**src/rtl/incremental_pi_antiwindup_top_macros.svh**
```systemverilog
// Assertion macros for the incremental PI controller.
`ifndef INCREMENTAL_PI_ANTIWINDUP_TOP_MACROS_SVH
`define INCREMENTAL_PI_ANTIWINDUP_TOP_MACROS_SVH

// Same-cycle implication, checked on i_clk outside reset.
`define IPIAW_ASSERT_IMP(lbl, ante, cons) \
    lbl: assert property (@(posedge i_clk) disable iff (!i_rst_n) (ante) |-> (cons)) \
        else $error("controller assertion failed");

// Next-cycle implication, checked on i_clk outside reset.
`define IPIAW_ASSERT_NXT(lbl, ante, cons) \
    lbl: assert property (@(posedge i_clk) disable iff (!i_rst_n) (ante) |=> (cons)) \
        else $error("controller assertion failed");

`endif

```
**src/rtl/ipiaw_pkg.sv**
```systemverilog
// Types, register codes and saturation helpers for the incremental PI controller.
`timescale 1ns / 1ps

package ipiaw_pkg;

    localparam int DATA_W = 32;
    localparam int ADDR_W = 3;

    typedef enum logic [ADDR_W-1:0] {
        REG_TARGET = 3'd0,
        REG_KP     = 3'd1,
        REG_KI     = 3'd2,
        REG_UPPER  = 3'd3,
        REG_LOWER  = 3'd4,
        REG_INIT   = 3'd5
    } t_reg_idx;

    localparam logic [DATA_W-1:0] RST_TARGET = 32'd524288;
    localparam logic [DATA_W-1:0] RST_KP     = 32'd3276800;
    localparam logic [DATA_W-1:0] RST_KI     = 32'd32768;
    localparam logic [DATA_W-1:0] RST_UPPER  = 32'd65536;
    localparam logic [DATA_W-1:0] RST_LOWER  = 32'd6554;
    localparam logic [DATA_W-1:0] RST_INIT   = 32'd65536;

    localparam logic signed [DATA_W-1:0] S32_MAX = 32'sh7FFF_FFFF;
    localparam logic signed [DATA_W-1:0] S32_MIN = 32'sh8000_0000;

    typedef struct packed {
        logic [DATA_W-1:0] kp;
        logic [DATA_W-1:0] ki;
    } t_gains;

    typedef struct packed {
        logic signed [DATA_W-1:0] upper;
        logic signed [DATA_W-1:0] lower;
        logic signed [DATA_W-1:0] init;
    } t_limits;

    function automatic logic signed [DATA_W-1:0] sat33(input logic signed [DATA_W:0] v);
        logic signed [DATA_W-1:0] r;
        if (v[DATA_W] != v[DATA_W-1]) begin
            r = v[DATA_W] ? S32_MIN : S32_MAX;
        end else begin
            r = v[DATA_W-1:0];
        end
        return r;
    endfunction

    function automatic logic signed [DATA_W-1:0] sat34(input logic signed [DATA_W+1:0] v);
        logic signed [DATA_W-1:0] r;
        if (v > 34'sh0_7FFF_FFFF) begin
            r = S32_MAX;
        end else if (v < -34'sh0_8000_0000) begin
            r = S32_MIN;
        end else begin
            r = v[DATA_W-1:0];
        end
        return r;
    endfunction

    function automatic logic signed [DATA_W-1:0] sat65(input logic signed [2*DATA_W:0] v);
        logic signed [DATA_W-1:0] r;
        if (v > 65'sh0_0000_0000_7FFF_FFFF) begin
            r = S32_MAX;
        end else if (v < -65'sh0_0000_0000_8000_0000) begin
            r = S32_MIN;
        end else begin
            r = v[DATA_W-1:0];
        end
        return r;
    endfunction

endpackage

```
**src/rtl/ipiaw_err.sv**
```systemverilog
// Error stage: saturated error and error change against the previous item.
`timescale 1ns / 1ps

module ipiaw_err #(
    parameter int FRAC_BITS = 16
) (
    input  logic                                   i_clk,
    input  logic                                   i_rst_n,
    input  logic                                   i_load,
    input  logic signed [ipiaw_pkg::DATA_W-1:0]    i_meas,
    input  logic signed [ipiaw_pkg::DATA_W-1:0]    i_target,
    output logic signed [ipiaw_pkg::DATA_W-1:0]    o_err,
    output logic signed [ipiaw_pkg::DATA_W-1:0]    o_delta
);

    localparam logic signed [ipiaw_pkg::DATA_W-1:0] PREV_RST =
        ipiaw_pkg::DATA_W'(1) << FRAC_BITS;

    logic signed [ipiaw_pkg::DATA_W-1:0] r_prev_err;
    logic signed [ipiaw_pkg::DATA_W-1:0] r_err;
    logic signed [ipiaw_pkg::DATA_W-1:0] r_delta;
    logic signed [ipiaw_pkg::DATA_W-1:0] n_err;
    logic signed [ipiaw_pkg::DATA_W-1:0] n_delta;

    always_comb begin
        n_err   = ipiaw_pkg::sat33({i_target[ipiaw_pkg::DATA_W-1], i_target}
                                   - {i_meas[ipiaw_pkg::DATA_W-1], i_meas});
        n_delta = ipiaw_pkg::sat33({n_err[ipiaw_pkg::DATA_W-1], n_err}
                                   - {r_prev_err[ipiaw_pkg::DATA_W-1], r_prev_err});
    end

    always_ff @(posedge i_clk) begin
        if (!i_rst_n) begin
            r_prev_err <= PREV_RST;
        end else if (i_load) begin
            r_prev_err <= n_err;
        end
    end

    always_ff @(posedge i_clk) begin
        if (i_load) begin
            r_err   <= n_err;
            r_delta <= n_delta;
        end
    end

    assign o_err   = r_err;
    assign o_delta = r_delta;

endmodule

```
**config.mk**
```make
export PLATFORM = sky130hd
export DESIGN_NAME = ipiaw_err
export DESIGN_NICKNAME = d
export VERILOG_FILES = /design/src/rtl/incremental_pi_antiwindup_top_macros.svh /design/src/rtl/ipiaw_pkg.sv /design/src/rtl/ipiaw_err.sv
export SDC_FILE = /design/constraint.sdc
export NUM_CORES = 1
export LEC_CHECK = 0
export BUFFER_PORTS_ARGS = -buffer_cell sky130_fd_sc_hd__buf_4
export CORE_ASPECT_RATIO = 1.2
export CORE_MARGIN = 2
export CORE_UTILIZATION = 40
export DETAILED_ROUTE_END_ITERATION = 7
export MAX_ROUTING_LAYER = met4
export PLACE_DENSITY_LB_ADDON = 0.08
export SLEW_MARGIN = 10
export SYNTH_ARGS = -nofsm -noshare
export SYNTH_HDL_FRONTEND = slang
export SYNTH_SLANG_ARGS = --single-unit
```
**constraint.sdc**
```tcl
create_clock -name i_clk -period 8.9 [get_ports i_clk]
set_input_delay 0.89 -clock i_clk [delete_from_list [all_inputs] [get_ports i_clk]]
set_output_delay 0.89 -clock i_clk [all_outputs]
set_load 0.02 [all_outputs]
```
==> impl_metrics.json <==
{
  "grt_pass1_vias": 5613,
  "power.switching_mw": 0.8991,
  "yosysSeqAreaShare_pct": 35.49,
  "die_h_um": 151.2,
  "power_mw": 2.280,
  "r2r_setup_slack_ns": 5.35,
  "hp-class": "reg2reg",
  "dp.cells": 1152,
  "crit_buf_inv": 3,
  "fin_ws_ns": 2.436,
  "rr_endpoint": "o_delta[1]",
  "final_cell_area_um2": 8670,
  "cts_max_path_buffers": 2,
  "syn_area_um2": 7219,
  "clockPowerShare_pct": 17.6,
  "critical-path-top-delay-family": "compound AO/OA/AOI/OAI gates",
  "pwr-share-seq_pct": 29.6,
  "synth_top_area_share_pct": 26.62,
  "maxCapViolCount": 0,
  "p_per_area_nw_per_um2": 263.0,
  "p_comb_share_pct": 52.8,
  "outcome": "finished, final reports clean",
  "crit_path_cell_trace": "buf_4 -> inv_1 -> ha_1 -> a2111oi_1 -> a21oi_2 -> o211ai_1 -> a21oi_1 -> o21ai_1 -> mux2_4 -> o21ba_2 -> ha_1 -> fa_1 -> nand2b_1 -> a21o_1 -> a31oi_2 -> a41oi_1 -> o21ai_1 -> a211oi_2 -> nor4_4 -> mux2i_1 -> o21a_1 -> buf_4 -> a21oi_2",
  "start_kind": "primary input",
  "grt_max_degree": 72,
  "synth_common_cells": "nor2_1 (86), inv_1 (79), nand2_1 (69), edfxtp_1 (64), ha_1 (63)",
  "synth_area_per_cell_um2": 8.751,
  "antenna_found_initial": 0,
  "cts_tree": "done",
  "yosys_warnings": 0,
  "synth_xor_area_share_pct": 6.066,
  "wl_per_cell_um": 14.55,
  "first_iter_violations": 340,
  "finalSetupTns_ns": 0,
  "grt_util_all_layers_pct": 18.35,
  "period_share_pct": 72.63,
  "min_path_cells": 2,
  "fp.dieArea_um2": 19140,
  "gp_congestion": 0.8699,
  "syn_nets": 957,
  "worstPathArrival_ns": 6.67,
  "antenna_cells": 0,
  "wl_mm": 16.99,
  "num_io_pins": 131,
  "fin_skew_ns": 0.009823,
  "grt-ovfl-total": 0,
  "hold_start": "r_prev_err[19]",
  "worstPathRequired_ns": 9.10,
  "synth.distinct_cells": 70,
  "synth_edf_count": 64,
  "fmax_mhz": 154.7,
  "slew_headroom_pct": 27.96,
  "critPathKind": "in2reg",
  "ant_nets": 0,
  "finalNetCount": 1075,
  "cts-resized-gates": 0,
  "dr.pass1.iters": 4,
  "viasPerCell": 5.143,
  "dpl_cell_area_um2": 8354,
  "setup_viol": 0,
  "post_cts_buffers": 0,
  "synth-simple-area-share_pct": 14.68,
  "cts_num_sinks": 96,
  "peakVddDrop_uv": 94.88,
  "core_area_um2": 17570,
  "end_kind": "flop",
  "numCtsBuffers": 9,
  "timing.hold.ws_ns": 0.4462,
  "synth.most_common_cell": "nor2_1",
  "final_core_util_pct": 49.33,
  "p_int_mw": 1.381,
  "rsz0062_at_grt": "no",
  "netlist_instances": 825,
  "finalHoldViolCount": 0,
  "grt_pass1_wl_mm": 27.94,
  "dp_slack_ns": 2.116,
  "ys_async_sr_fraction_pct": 0,
  "finalMaxSlewViolations": 0,
  "area_growth_pct": 20.09,
  "io_buffers": 130,
  "yosys_most_used_dff": "edfxtp_1",
  "cts.clk_slew.worst_paths_ns": 0.07,
  "drc_errors": 0,
  "initial_core_util_pct": 41.08,
  "dieWidth_um": 126.6,
  "synth_compound_area_share_pct": 25.32,
  "critPathMaxStageDelay_ns": 0.63,
  "fin_cells": 1168,
  "netlist_top_cells_area": "edfxtp_1 (27%), ha_1 (11%), dfxtp_1 (8.9%)",
  "hold_path_end": "r_prev_err[19]",
  "ys_ff_latch": 96,
  "clkLatencyLatePin_ns": 0.35,
  "hpwl_mm": 13.53,
  "synthMuxAreaShare_pct": 0.4853,
  "drive_above_1_share_pct": 20.04,
  "cts_root_buf": "clkbuf_16",
  "rows": 53,
  "cp_slowest_cell": "a2111oi_1",
  "switching_share_pct": 39.43,
  "p_leak_nw": 3.783,
  "vias": 6007,
  "synth_fa_ha_area_share_pct": 11.61,
  "postCtsHoldBufs": 0,
  "rr_worst_depth": 13,
  "layout_min_cycle_time_ns": 6.464,
  "worst-path-max-fanout": 34,
  "worst_slew_pin_slew_ns": 1.081,
  "h-tree-depth": 3,
  "yosysTopAreaCell": "edfxtp_1",
  "r2r-start": "r_prev_err[0]",
  "synth_top_family_by_area": "compound AO/OA/AOI/OAI gates"
}
placed cells by master (no fill, tap or decap), drive strengths merged, types with 3 or more instances in the layout:
| cell type | count |
|---|---|
| nor3 | 11 |
| nor2b | 6 |
| o311ai | 3 |
| a211oi | 11 |
| clkinv | 3 |
| a2111oi | 3 |
| o21a | 14 |
| xor2 | 19 |
| o211ai | 9 |
| a2111o | 3 |
| o21bai | 9 |
| edfxtp | 64 |
| nand4 | 4 |
| buf | 135 |
| nor4 | 4 |
| inv | 81 |
| and2 | 4 |
| nand2 | 69 |
| and3 | 8 |
| o211a | 3 |
| nand3 | 14 |
| nor2 | 86 |
| o31ai | 3 |
| or2 | 4 |
| xnor2 | 31 |
| ha | 63 |
| dfxtp | 32 |
| nand2b | 16 |
| o221ai | 3 |
| o21ba | 3 |
| o21ai | 66 |
| a21o | 27 |
| a21oi | 87 |
| a211o | 5 |
| clkbuf | 11 |
| or3 | 3 |
cell type report:
cell class	instances	area, µm²
clock buffer	11	254.0
clock inverter	5	61.31
fill	1767	8904
inverter	80	300.3
multi-input combinational	621	4203
sequential	96	2562
tap	220	275.3
timing repair buffer	135	1013
sequential cells by signal, indices dropped and copies added (netlist names):
| name | count |
|---|---|
| o_delta | 32 |
| r_prev_err | 32 |
| o_err | 32 |
per-layer routing:
layer  vias to the layer above  wire length (µm)  global-route usage (%)
met5                         -                 0                       -
met4                         0               153                   5.495
met3                        13               682                   1.625
met2                       149              7614                   27.89
met1                      2665              8539                   26.13
li1                       3180                 -                       -
worst max-delay path by stage:
stage,start,to,slack [ns],cells past startpoint
floorplan,i_meas[6],o_delta[0],3.15,22
global placement,i_target[0],o_delta[16],2.13,25
detailed placement,i_meas[6],o_delta[1],2.12,24
CTS,i_meas[6],o_delta[1],2.47,24
global route,i_target[0],o_delta[28],1.93,25
finish,i_meas[6],o_delta[1],2.44,23
logic make-up (layout without fill, tap and decap cells):
group / Yosys count / after routing
compound gates: 269 / 269
simple gates: 233 / 233
buf+inv: 108 / 231
flops: 96 / 96
fa+ha+maj: 66 / 66
xor+xnor: 50 / 50
mux: 3 / 3
power by group through the flow:
| stage | clock (mW) | sequential [mW] | combinational, mW |
|---|---|---|---|
| floorplan | 0 | 0.807 | 0.744 |
| global placement | 0 | 0.688 | 1.20 |
| detailed placement | 0 | 0.689 | 1.20 |
| CTS | 0.410 | 0.679 | 1.21 |
| global route | 0.423 | 0.690 | 1.33 |
| finish | 0.400 | 0.676 | 1.20 |
worst reg2reg max path: cells and delay by family (launching register included):
kind | cells | cell delay, ns
adders and majority gates | 2 | 0.63
buffers and inverters | 1 | 0.27
DFF | 1 | 0.33
muxes | 1 | 0.14
and+or+nand+nor | 2 | 0.48
AOI/OAI and AO/OA | 7 | 1.56
(Power assumes the default switching activity.)
