### src/rtl/incremental_pi_antiwindup_top_macros.svh
// Assertion macros for the incremental PI controller.
`ifndef INCREMENTAL_PI_ANTIWINDUP_TOP_MACROS_SVH
`define INCREMENTAL_PI_ANTIWINDUP_TOP_MACROS_SVH

// Same-cycle implication, checked on i_clk outside reset.
`define IPIAW_ASSERT_IMP(lbl, ante, cons) \
    lbl: assert property (@(posedge i_clk) disable iff (!i_rst_n) (ante) |-> (cons)) \
        else $error("controller assertion failed");

// Next-cycle implication, checked on i_clk outside reset.
`define IPIAW_ASSERT_NXT(lbl, ante, cons) \
    lbl: assert property (@(posedge i_clk) disable iff (!i_rst_n) (ante) |=> (cons)) \
        else $error("controller assertion failed");

`endif

### src/rtl/ipiaw_pkg.sv
// Types, register codes and saturation helpers for the incremental PI controller.
`timescale 1ns / 1ps

package ipiaw_pkg;

    localparam int DATA_W = 32;
    localparam int ADDR_W = 3;

    typedef enum logic [ADDR_W-1:0] {
        REG_TARGET = 3'd0,
        REG_KP     = 3'd1,
        REG_KI     = 3'd2,
        REG_UPPER  = 3'd3,
        REG_LOWER  = 3'd4,
        REG_INIT   = 3'd5
    } t_reg_idx;

    localparam logic [DATA_W-1:0] RST_TARGET = 32'd524288;
    localparam logic [DATA_W-1:0] RST_KP     = 32'd3276800;
    localparam logic [DATA_W-1:0] RST_KI     = 32'd32768;
    localparam logic [DATA_W-1:0] RST_UPPER  = 32'd65536;
    localparam logic [DATA_W-1:0] RST_LOWER  = 32'd6554;
    localparam logic [DATA_W-1:0] RST_INIT   = 32'd65536;

    localparam logic signed [DATA_W-1:0] S32_MAX = 32'sh7FFF_FFFF;
    localparam logic signed [DATA_W-1:0] S32_MIN = 32'sh8000_0000;

    typedef struct packed {
        logic [DATA_W-1:0] kp;
        logic [DATA_W-1:0] ki;
    } t_gains;

    typedef struct packed {
        logic signed [DATA_W-1:0] upper;
        logic signed [DATA_W-1:0] lower;
        logic signed [DATA_W-1:0] init;
    } t_limits;

    function automatic logic signed [DATA_W-1:0] sat33(input logic signed [DATA_W:0] v);
        logic signed [DATA_W-1:0] r;
        if (v[DATA_W] != v[DATA_W-1]) begin
            r = v[DATA_W] ? S32_MIN : S32_MAX;
        end else begin
            r = v[DATA_W-1:0];
        end
        return r;
    endfunction

    function automatic logic signed [DATA_W-1:0] sat34(input logic signed [DATA_W+1:0] v);
        logic signed [DATA_W-1:0] r;
        if (v > 34'sh0_7FFF_FFFF) begin
            r = S32_MAX;
        end else if (v < -34'sh0_8000_0000) begin
            r = S32_MIN;
        end else begin
            r = v[DATA_W-1:0];
        end
        return r;
    endfunction

    function automatic logic signed [DATA_W-1:0] sat65(input logic signed [2*DATA_W:0] v);
        logic signed [DATA_W-1:0] r;
        if (v > 65'sh0_0000_0000_7FFF_FFFF) begin
            r = S32_MAX;
        end else if (v < -65'sh0_0000_0000_8000_0000) begin
            r = S32_MIN;
        end else begin
            r = v[DATA_W-1:0];
        end
        return r;
    endfunction

endpackage

### src/rtl/ipiaw_acc.sv
// Accumulator stage: output update, anti-windup, startup reload and clamp.
`timescale 1ns / 1ps

module ipiaw_acc #(
    parameter int FRAC_BITS      = 16,
    parameter int STARTUP_WINDOW = 50
) (
    input  logic                                   i_clk,
    input  logic                                   i_rst_n,
    input  logic                                   i_load,
    input  ipiaw_pkg::t_limits                     i_limits,
    input  logic signed [2*ipiaw_pkg::DATA_W:0]    i_pprod,
    input  logic signed [2*ipiaw_pkg::DATA_W:0]    i_iprod,
    input  logic signed [ipiaw_pkg::DATA_W-1:0]    i_err,
    output logic signed [ipiaw_pkg::DATA_W-1:0]    o_accum,
    output logic signed [ipiaw_pkg::DATA_W-1:0]    o_err,
    output logic                                   o_int_en,
    output logic                                   o_reload,
    output logic                                   o_reload_next
);

    localparam int CNT_W = $clog2(STARTUP_WINDOW + 1);
    localparam logic [CNT_W-1:0] WIN = CNT_W'(STARTUP_WINDOW);
    localparam logic signed [ipiaw_pkg::DATA_W-1:0] ACC_RST =
        ipiaw_pkg::DATA_W'(1) << FRAC_BITS;

    logic signed [ipiaw_pkg::DATA_W-1:0] r_accum;
    logic signed [ipiaw_pkg::DATA_W-1:0] r_err;
    logic                                r_int_en;
    logic                                r_reload;
    logic [CNT_W-1:0]                    r_cnt;

    logic signed [2*ipiaw_pkg::DATA_W:0] p_sh;
    logic signed [2*ipiaw_pkg::DATA_W:0] i_sh;
    logic signed [ipiaw_pkg::DATA_W-1:0] p_term;
    logic signed [ipiaw_pkg::DATA_W-1:0] i_term;
    logic signed [ipiaw_pkg::DATA_W+1:0] sum;
    logic signed [ipiaw_pkg::DATA_W-1:0] acc;
    logic                                above;
    logic                                below;
    logic                                err_pos;
    logic                                err_neg;
    logic [CNT_W-1:0]                    cnt_inc;
    logic signed [ipiaw_pkg::DATA_W-1:0] n_accum;
    logic                                n_int_en;
    logic                                n_reload;
    logic [CNT_W-1:0]                    n_cnt;

    always_comb begin
        p_sh    = i_pprod >>> FRAC_BITS;
        i_sh    = i_iprod >>> FRAC_BITS;
        p_term  = ipiaw_pkg::sat65(p_sh);
        i_term  = r_int_en ? ipiaw_pkg::sat65(i_sh) : '0;
        sum     = $signed({{2{r_accum[ipiaw_pkg::DATA_W-1]}}, r_accum})
                + $signed({{2{p_term[ipiaw_pkg::DATA_W-1]}}, p_term})
                + $signed({{2{i_term[ipiaw_pkg::DATA_W-1]}}, i_term});
        acc     = ipiaw_pkg::sat34(sum);
        above   = acc > i_limits.upper;
        below   = acc < i_limits.lower;
        err_neg = i_err[ipiaw_pkg::DATA_W-1];
        err_pos = !err_neg && (i_err != '0);
        cnt_inc = (r_cnt < WIN) ? r_cnt + CNT_W'(1) : r_cnt;

        n_int_en = !((above && err_pos) || (below && err_neg));
        n_reload = 1'b0;
        n_cnt    = cnt_inc;
        n_accum  = acc;
        if (above) begin
            if (cnt_inc < WIN) begin
                n_accum  = i_limits.init;
                n_cnt    = WIN;
                n_reload = 1'b1;
            end else begin
                n_accum = i_limits.upper;
            end
        end else if (below) begin
            n_accum = i_limits.lower;
        end
    end

    always_ff @(posedge i_clk) begin
        if (!i_rst_n) begin
            r_accum  <= ACC_RST;
            r_int_en <= 1'b1;
            r_cnt    <= '0;
        end else if (i_load) begin
            r_accum  <= n_accum;
            r_int_en <= n_int_en;
            r_cnt    <= n_cnt;
        end
    end

    always_ff @(posedge i_clk) begin
        if (i_load) begin
            r_err    <= i_err;
            r_reload <= n_reload;
        end
    end

    assign o_accum       = r_accum;
    assign o_err         = r_err;
    assign o_int_en      = r_int_en;
    assign o_reload      = r_reload;
    assign o_reload_next = n_reload;

endmodule

### config.mk
export PLATFORM = sky130hd
export DESIGN_NAME = ipiaw_acc
export DESIGN_NICKNAME = d
export VERILOG_FILES = /design/src/rtl/incremental_pi_antiwindup_top_macros.svh /design/src/rtl/ipiaw_pkg.sv /design/src/rtl/ipiaw_acc.sv
export SDC_FILE = /design/constraint.sdc
export NUM_CORES = 1
export LEC_CHECK = 0
export BUFFER_PORTS_ARGS = -buffer_cell sky130_fd_sc_hd__buf_4
export CAP_MARGIN = 40
export CELL_PAD_IN_SITES_DETAIL_PLACEMENT = 0
export CELL_PAD_IN_SITES_GLOBAL_PLACEMENT = 1
export CORE_MARGIN = 4
export CORE_UTILIZATION = 33
export CTS_CLUSTER_SIZE = 20
export DETAILED_ROUTE_END_ITERATION = 10
export PLACE_DENSITY = 0.85
export SLEW_MARGIN = 25
export SYNTH_ARGS = -nofsm -noshare
export SYNTH_HDL_FRONTEND = slang
export SYNTH_SLANG_ARGS = --single-unit
### constraint.sdc
create_clock -name i_clk -period 7.78 [get_ports i_clk]
set_clock_uncertainty 0.1 [all_clocks]
set_input_delay 0.778 -clock i_clk [delete_from_list [all_inputs] [get_ports i_clk]]
set_output_delay 0.778 -clock i_clk [all_outputs]
set_load 0.01 [all_outputs]
==> results.json, run 1 <==
{
  "outcome": "finished, violations left",
  "violations": "setup timing",
  "cts-htree-levels": 3,
  "hold_viol": 0,
  "critPathSlowestCell": "fa_2",
  "crit_arrival_ns": 6.93,
  "grt-ovfl-total": 0,
  "r2r_setup_slack_ns": 0.98,
  "grt_pass1_vias": 10141,
  "finalCritPeriodShare": 1.00,
  "core_area_um2": 25900,
  "grt_usage": 0.242,
  "pre_cts_ws_ns": -0.648,
  "grt_max_degree": 66,
  "maxSlewViolCount": 0,
  "min_from": "r_cnt[0]$_SDFFE_PN0P_",
  "via_per_inst": 5.39,
  "drt_wl_total_um": 38100,
  "clk_latency_ns": 0.35,
  "nFillCells": 2453,
  "setup_viol": 1,
  "die_x_um": 170,
  "multi_input_area_um2": 6660,
  "drc": 0,
  "crit_path_max_fanout": 7,
  "nNetsFinal": 1950,
  "syn_nets": 1496,
  "holdCritPathClass": "reg2reg",
  "relSlewSlack": 0.562,
  "fin_ws_ns": -0.0277,
  "rr_endpoint": "o_accum[4]$_SDFFE_PN0P_",
  "min_path_cells": 2,
  "reg2reg_depth": 32,
  "stdcell_area_um2": 13800,
  "cts_buffers": 9,
  "drt.antenna.violating_nets": 0,
  "r2r_start": "o_int_en$_SDFFE_PN1P_",
  "fp-row-count": 59,
  "syn_to_final_growth_pct": 59.4,
  "end_kind": "output pin",
  "grt_first_pass_wirelength_um": 55000,
  "ys_ff_latch": 72,
  "placed_area_um2": 12500,
  "p_leak_nw": 6.60,
  "clock-sinks": 72,
  "post-route-util": 0.533,
  "clk_pin_slew_ns": 0.06,
  "whs_endpoint": "r_cnt[0]$_SDFFE_PN0P_",
  "vias": 10238,
  "avgRoutedWirePerCell_um": 20.0,
  "antenna_found_initial": 2,
  "rsz0062_at_grt": "true",
  "cts_root_buf": "clkbuf_16",
  "pin_count": 328,
  "p_per_area_nw_per_um2": 554,
  "syn_inst": 1106,
  "drive_gt1_frac": 0.417,
  "hpwl_um": 29100,
  "first_pass_iters": 5,
  "startpoint_type": "primary input",
  "synth_edf_count": 33,
  "numPortBuffers": 295,
  "cts.path.max_buffers": 2,
  "slowest_delay_ns": 0.59,
  "min_period_ns": 7.81,
  "worstSetupPathType": "in2out",
  "synth_ff_type": "dfxtp_1",
  "worstPathRequired_ns": 6.90,
  "cts_tree": "yes",
  "synthArstFlopShare": 0,
  "seq_area_frac_synth": 0.205,
  "die_height_um": 170,
  "synth.distinct_cells": 70,
  "place_congestion": 0.964,
  "syn-cell-area_um2": 8660,
  "setup_tns_ns": -0.0277,
  "regArea_um2": 1770,
  "dieArea_um2": 28900,
  "drt_iter0_markers": 764,
  "worstMarginPinSlew_ns": 0.656,
  "ir_drop_mv": 0.262,
  "synth_warnings": 0,
  "fmax_ghz": 0.128,
  "whs_ns": 0.394,
  "start_util": 0.334,
  "avgSynthCellArea_um2": 7.83,
  "drv_cap": 0
}
[placed cells by master, fill, tap and decap left out, types with 11 or more instances in the layout]
| cell type | instances |
|---|---|
| a21oi_1 | 99 |
| ha_4 | 12 |
| o21ai_4 | 12 |
| xor2_1 | 14 |
| nor3_1 | 30 |
| buf_4 | 474 |
| buf_12 | 11 |
| nand2_1 | 47 |
| a2bb2oi_1 | 29 |
| o21ai_0 | 44 |
| nor4_1 | 12 |
| o21ai_2 | 12 |
| a21oi_2 | 14 |
| xnor2_1 | 16 |
| inv_1 | 165 |
| clkbuf_16 | 11 |
| o31ai_2 | 20 |
| edfxtp_1 | 33 |
| o21ai_1 | 51 |
| nand4_1 | 31 |
| ha_1 | 80 |
| nand3_1 | 16 |
| dfxtp_1 | 39 |
| fa_1 | 30 |
| nor2_1 | 63 |
| a21o_1 | 28 |
[sequential cells by signal (all words and copies together) (netlist names)]
register  cells
r_cnt         6
o_int_en      1
o_reload      1
o_accum      32
o_err        32
[cells in the mapped netlist, types with 2 or more instances]
cell type	instances	share of area
a211oi_1	7	0.0061
a21boi_0	2	0.0017
a21o_1	28	0.024
a21oi_1	117	0.068
a221oi_1	2	0.0020
a221oi_4	2	0.0061
a2bb2oi_1	29	0.029
a311o_1	3	0.0035
a31o_2	4	0.0040
a31oi_1	9	0.0065
a41oi_1	2	0.0020
and3_1	3	0.0022
and4_1	2	0.0020
buf_1	4	0.0017
buf_2	15	0.0087
buf_6	3	0.0039
clkbuf_1	38	0.016
dfxtp_1	39	0.090
edfxtp_1	33	0.11
fa_1	33	0.076
ha_1	96	0.14
inv_1	168	0.073
mux2i_1	4	0.0046
nand2_1	50	0.022
nand2b_1	5	0.0036
nand3_1	18	0.010
nand4_1	31	0.022
nor2_1	67	0.029
nor2b_1	11	0.0079
nor3_1	30	0.017
nor4_1	20	0.014
o211a_1	2	0.0023
o211ai_1	8	0.0069
o21a_1	5	0.0043
o21ai_0	106	0.061
o21ai_1	13	0.0075
o21bai_1	3	0.0026
o221a_2	2	0.0026
o221ai_1	2	0.0020
o22ai_1	2	0.0014
o31ai_1	12	0.010
o31ai_2	18	0.026
or3_1	3	0.0022
xnor2_1	16	0.016
xor2_1	14	0.014
[per-stage QoR]
step                      cells  power, mW
after floorplan            1106       3.64
after global placement     1851       6.02
final                      1901       7.65
after global routing       1901       8.22
after detailed placement   1851       6.12
after CTS                  1886       7.17
[worst max-delay path by stage]
stage,start,end,slack (ns)
floorplan,i_iprod[59],o_reload_next,0.20
global placement,i_iprod[57],o_reload_next,-0.65
detailed placement,i_iprod[57],o_reload_next,-0.65
CTS,i_iprod[59],o_reload_next,-0.03
global route,i_iprod[57],o_reload_next,-0.26
finish,i_iprod[57],o_reload_next,-0.03
[worst max-delay path: cells and delay by family]
kind	cells	cell delay, ns
AND/OR/NAND/NOR	10	2.08
AO/OA/AOI/OAI	9	1.74
buffers and inverters	9	1.00
adder cells (fa/ha/maj)	3	0.90
multiplexers	2	0.42
[cell type report]
type | count | share of cell area
Clock buffer | 10 | 0.0166
Sequential cell | 72 | 0.128
Multi-Input combinational cell | 806 | 0.482
Clock inverter | 6 | 0.00671
Antenna cell | 1 | 0.000181
Timing Repair Buffer | 503 | 0.290
Inverter | 168 | 0.0457
Tap cell | 335 | 0.0304
[what timing repair did]
item,CTS,global route
hold buffers,0,0
gates resized for setup,105,98
setup endpoints to repair,34,34
pin swaps,33,50
setup buffers,14,11
cloned,5,3
[layer usage]
metal	share of wire	global-route usage	vias up
met3	0.073	0.0460	82
met5	0.00053	0	-
met1	0.42	0.311	4838
met2	0.47	0.402	439
li1	-	-	4877
met4	0.042	0.0993	2
[power breakdown]
part | switching [mW] | internal, mW
registers | 0.0818 | 0.486
logic | 3.43 | 3.18
clock network | 0.190 | 0.283
total | 3.70 | 3.95
[kinds of logic after synthesis]
group | after synthesis | share of synthesized area
flops | 72 | 0.205
xor+xnor | 30 | 0.0303
compound gates | 390 | 0.296
mux | 6 | 0.00751
fa+ha+maj | 129 | 0.215
simple gates | 250 | 0.142
buf+inv | 229 | 0.104
No activity file was read; power rests on OpenSTA's default activity.
==> run 2: changes to the inputs <==
Settings changed: CORE_UTILIZATION 33 to 36, PLACE_DENSITY 0.85 to 0.87.
Clock period 7.78 ns to 7.4 ns, I/O delays scaled along.
==> results.json, run 2 (same netlist as run 1, synthesis figures left out) <==
{
  "outcome": "finished, violations left",
  "violations": "setup timing",
  "r2r_start": "o_int_en$_SDFFE_PN1P_",
  "pin_count": 328,
  "grt-ovfl-total": 0,
  "min_period_ns": 7.90,
  "numPortBuffers": 295,
  "p_per_area_nw_per_um2": 631,
  "antenna_found_initial": 0,
  "place_congestion": 0.948,
  "r2r_setup_slack_ns": 0.46,
  "crit_arrival_ns": 7.06,
  "relSlewSlack": 0.530,
  "min_path_cells": 2,
  "setup_viol": 34,
  "cts_buffers": 9,
  "pre_cts_ws_ns": -1.03,
  "cts-htree-levels": 3,
  "fmax_ghz": 0.127,
  "whs_endpoint": "r_cnt[0]$_SDFFE_PN0P_",
  "cpMostUsedCell": "buf_4",
  "n_antenna_cell": 0,
  "grt_pass1_vias": 10371,
  "end_kind": "output pin",
  "grt_usage": 0.264,
  "clock-sinks": 72,
  "core_area_um2": 23500,
  "start_util": 0.368,
  "drc": 0,
  "crit_path_max_fanout": 7,
  "hold_viol": 0,
  "layout_commonest_cell": "buf_4",
  "critPathSlowestCell": "fa_2",
  "ir_drop_mv": 0.399,
  "die_x_um": 163,
  "maxSlewViolCount": 0,
  "drt.antenna.violating_nets": 0,
  "slowest_delay_ns": 0.47,
  "avgRoutedWirePerCell_um": 20.0,
  "drt_iter0_markers": 795,
  "grt_max_degree": 66,
  "rsz0062_at_grt": "true",
  "dieArea_um2": 26600,
  "startpoint": "i_iprod[63]",
  "finalCritPeriodShare": 1.07,
  "reg2reg_depth": 35,
  "layout_common_cells": "buf_4 (494), inv_1 (163), a21oi_1 (99)",
  "nNetsFinal": 1987,
  "p_leak_nw": 6.91,
  "via_per_inst": 5.51,
  "drive_gt1_frac": 0.466,
  "drt_wl_total_um": 38500,
  "worstSetupPathType": "in2out",
  "min_from": "r_cnt[0]$_SDFFE_PN0P_",
  "worstPathRequired_ns": 6.56,
  "clk_latency_ns": 0.35,
  "ctsHoldBuffers": 0,
  "holdCritPathClass": "reg2reg",
  "die_height_um": 163,
  "vias": 10589,
  "hpwl_um": 28500,
  "cts_root_buf": "clkbuf_16",
  "worstMarginPinSlew_ns": 0.705,
  "startpoint_type": "primary input",
  "first_pass_iters": 5,
  "rr_endpoint": "o_accum[16]$_SDFFE_PN1P_",
  "cts_tree": "yes",
  "grt_first_pass_wirelength_um": 55400,
  "power_mw": 9.35,
  "drv_cap": 0,
  "syn_to_final_growth_pct": 71.0,
  "fin_ws_ns": -0.499,
  "clk_pin_slew_ns": 0.06,
  "cts.path.max_buffers": 2,
  "fp-row-count": 56
}
## run 2: cell types whose count changed in the layout (fill, tap and decap cells not counted), moves of 6 or more
cell       before  now
o21ai_1        51   22
a2bb2oi_1      29   23
buf_6          10   23
nor3_2          0   12
nor3_1         30   16
ha_4           12   33
o21ai_0        44   70
buf_4         474  494
ha_1           80   61
## run 2: worst max path at each step
stage	slack, ns	to	cells after the start
after CTS	-0.31	o_reload_next	33
after detailed placement	-1.03	o_reload_next	34
after floorplan	0.03	o_reload_next	29
after global routing	-0.70	o_reload_next	31
after global placement	-0.86	o_reload_next	34
final	-0.50	o_reload_next	33
## run 2: report_power, final
group          switching (mW)  internal (mW)
sequential             0.0919          0.510
combinational            4.13           4.15
clock                   0.205          0.267
## run 2: critical path: cells and delay by family
family | cells | cell delay (ns)
adders and majority gates | 3 | 1.07
muxes | 1 | 0.23
buffers and inverters | 11 | 1.54
and+or+nand+nor | 6 | 1.13
AOI/OAI and AO/OA | 12 | 2.35
## run 2: repair_timing
action,CTS,global route
buffers inserted,27,15
cloned,5,3
pin swaps,65,33
endpoints found under the hold margin,0,0
setup endpoints to repair,41,37
gates resized for setup,154,118
## run 2: area by class of cell
class                   instances  area, µm²
clock inverters                 7       82.6
well taps                     319        399
repair buffers                540       4460
multi-input cells             806       7240
flip-flops and latches         72       1770
fillers                      2000       8740
inverters                     168        631
clock buffers                   9        225
## run 2: metrics by stage
stage | std cells | instance area, µm² | hold slack [ns] | utilization | setup TNS (ns)
finish | 1921 | 14800 | 0.396 | 0.629 | -7.81
global route | 1921 | 14800 | 0.436 | 0.629 | -14.87
CTS | 1907 | 14100 | 0.395 | 0.598 | -0.442
detailed placement | 1861 | 12700 | 0.386 | 0.538 | -35.52
global placement | 1861 | 12700 | 0.382 | 0.538 | -27.29
floorplan | 1106 | 8660 | 0.370 | - | 0
## run 2: metal layers
| layer | global-route usage | vias up | share of wire |
|---|---|---|---|
| met5 | 0 | - | 0 |
| met4 | 0.109 | 0 | 0.046 |
| met3 | 0.0409 | 93 | 0.079 |
| met2 | 0.449 | 520 | 0.48 |
| met1 | 0.334 | 5029 | 0.40 |
| li1 | - | 4947 | - |
==> run 3: changes to the inputs <==
--- a/config.mk
+++ b/config.mk
@@ -13,2 +13,3 @@
 export CORE_UTILIZATION = 36
+export CTS_CLUSTER_DIAMETER = 150
 export CTS_CLUSTER_SIZE = 20
--- a/constraint.sdc
+++ b/constraint.sdc
@@ -4,2 +4,2 @@
 set_output_delay 0.74 -clock i_clk [all_outputs]
-set_load 0.01 [all_outputs]
+set_load 0.05 [all_outputs]
==> results.json, run 3 (same netlist as run 1, synthesis figures left out) <==
{
  "maxSlewViolCount": 0,
  "nFillCells": 1969,
  "cts_tree": "yes",
  "via_per_inst": 5.44,
  "dr_wl_met3_um": 2670,
  "setup_viol": 34,
  "rr_endpoint": "o_accum[10]$_SDFFE_PN0P_",
  "antenna_found_initial": 0,
  "crit_path_max_fanout": 7,
  "post-route-util": 0.635,
  "r2r_start": "o_int_en$_SDFFE_PN1P_",
  "core_area_um2": 23500,
  "slowest_delay_ns": 0.57,
  "crit_end": "o_reload_next",
  "syn_to_final_growth_pct": 72.6,
  "startpoint_type": "primary input",
  "hold_viol": 0,
  "clk_latency_ns": 0.36,
  "violations": "setup timing",
  "nNetsFinal": 1989,
  "relSlewSlack": 0.548,
  "fp-row-count": 56,
  "fin_ws_ns": -0.438,
  "end_kind": "output pin",
  "fmax_ghz": 0.128,
  "worstMarginPinSlew_ns": 0.670,
  "dieArea_um2": 26600,
  "reg2reg_depth": 40,
  "min_period_ns": 7.84,
  "cts.path.max_buffers": 2,
  "outcome": "finished, violations left",
  "p_leak_nw": 6.94,
  "critPathSlowestCell": "or4_4",
  "finalCritPeriodShare": 1.06,
  "cp_top_family": "simple AND/OR/NAND/NOR gates",
  "pin_count": 328,
  "cts-htree-levels": 3,
  "holdCritPathClass": "reg2reg",
  "critical_path_depth": 34,
  "wl_met1_um": 15700,
  "avgRoutedWirePerCell_um": 20.0,
  "grt_max_degree": 66,
  "crit_buf_inv": 10,
  "grt_first_pass_wirelength_um": 52900,
  "grt_usage": 0.251,
  "worstPathRequired_ns": 6.56,
  "drt.antenna.violating_nets": 0,
  "startpoint": "i_iprod[56]",
  "drt_wl_total_um": 38400,
  "vias": 10460,
  "die_height_um": 163,
  "die_x_um": 163,
  "dp_cells": 1858,
  "p_per_area_nw_per_um2": 626,
  "cts_root_buf": "clkbuf_16",
  "grt_pass1_vias": 9828,
  "hpwl_um": 28900,
  "rsz0062_at_grt": "true",
  "worstSetupPathType": "in2out",
  "layout_common_cells": "buf_4 (495), inv_1 (164), a21oi_1 (80)",
  "start_util": 0.368,
  "grt-ovfl-total": 0,
  "drt_iter0_markers": 732,
  "place_congestion": 0.965,
  "finalNonFillerCells": 1923,
  "drv_cap": 0,
  "ir_drop_mv": 0.317,
  "drive_gt1_frac": 0.479,
  "top_layer_used": "met4",
  "first_pass_iters": 5,
  "whs_ns": 0.405,
  "clock-sinks": 72,
  "numPortBuffers": 295,
  "crit_arrival_ns": 7.00,
  "n_antenna_cell": 0,
  "layout_commonest_cell": "buf_4",
  "stdcell_area_um2": 14900,
  "clk_pin_slew_ns": 0.07,
  "ctsHoldBuffers": 0,
  "drc": 0,
  "dr_wl_met2_um": 18600,
  "cts_buffers": 9,
  "r2r_setup_slack_ns": 0.33,
  "placed_area_um2": 12700
}
[run 3: per-layer routing]
| layer | vias to the layer above | global-route usage |
|---|---|---|
| met1 | 5021 | 0.327 |
| met5 | - | 0 |
| li1 | 4962 | - |
| met3 | 82 | 0.0404 |
| met4 | 0 | 0.0827 |
| met2 | 395 | 0.427 |
[run 3: worst min-delay path by stage]
| stage | from | end | slack, ns | cells past startpoint |
|---|---|---|---|---|
| floorplan | r_cnt[0]$_SDFFE_PN0P_ | r_cnt[0]$_SDFFE_PN0P_ | 0.37 | 2 |
| global route | i_err[11] | o_err[11]$_DFFE_PP_ | 0.46 | 1 |
| CTS | r_cnt[0]$_SDFFE_PN0P_ | r_cnt[0]$_SDFFE_PN0P_ | 0.41 | 2 |
| global placement | r_cnt[0]$_SDFFE_PN0P_ | r_cnt[0]$_SDFFE_PN0P_ | 0.38 | 2 |
| finish | r_cnt[0]$_SDFFE_PN0P_ | r_cnt[0]$_SDFFE_PN0P_ | 0.41 | 2 |
| detailed placement | o_accum[8]$_SDFFE_PN0P_ | o_accum[8]$_SDFFE_PN0P_ | 0.40 | 2 |
[run 3: area by class of cell]
class                           count  area [µm²]  share of cell area
Timing Repair Buffer              542        4480               0.300
Multi-Input combinational cell    806        7330               0.490
Tap cell                          319         399              0.0267
Clock buffer                        9         225              0.0151
Inverter                          168         634              0.0424
Sequential cell                    72        1770               0.119
Clock inverter                      7         110             0.00737
[run 3: what timing repair did]
action | CTS | global route
setup buffers | 5 | 37
cloned | 1 | 8
gates resized for setup | 50 | 243
endpoints found under the setup margin | 33 | 36
pin swaps | 9 | 84
[run 3: worst register-to-register path, delay by kind of cell, from the launching register on]
kind | cells | cell delay, ns
fa+ha+maj | 3 | 1.04
compound gates | 14 | 2.57
simple gates | 5 | 0.68
buf+inv | 18 | 2.26
flops | 1 | 0.35
[run 3: power by group]
group / total (mW) / switching [mW] / internal (mW) / leakage (nW)
Combinational: 8.24 / 4.29 / 3.95 / 6.14
Sequential: 0.604 / 0.0939 / 0.510 / 0.644
Clock: 0.515 / 0.211 / 0.304 / 0.162
[run 3: stage by stage]
step           worst slack (ns)  TNS [ns]  power [mW]
2_1_floorplan           0.00532         0        4.17
3_3_place_gp             -0.558    -12.92        6.74
3_5_place_dp             -0.613    -17.01        6.86
4_1_cts                  -0.335    -0.335        7.67
5_1_grt                  -0.672    -16.48        9.99
6_report                 -0.438     -8.45        9.36
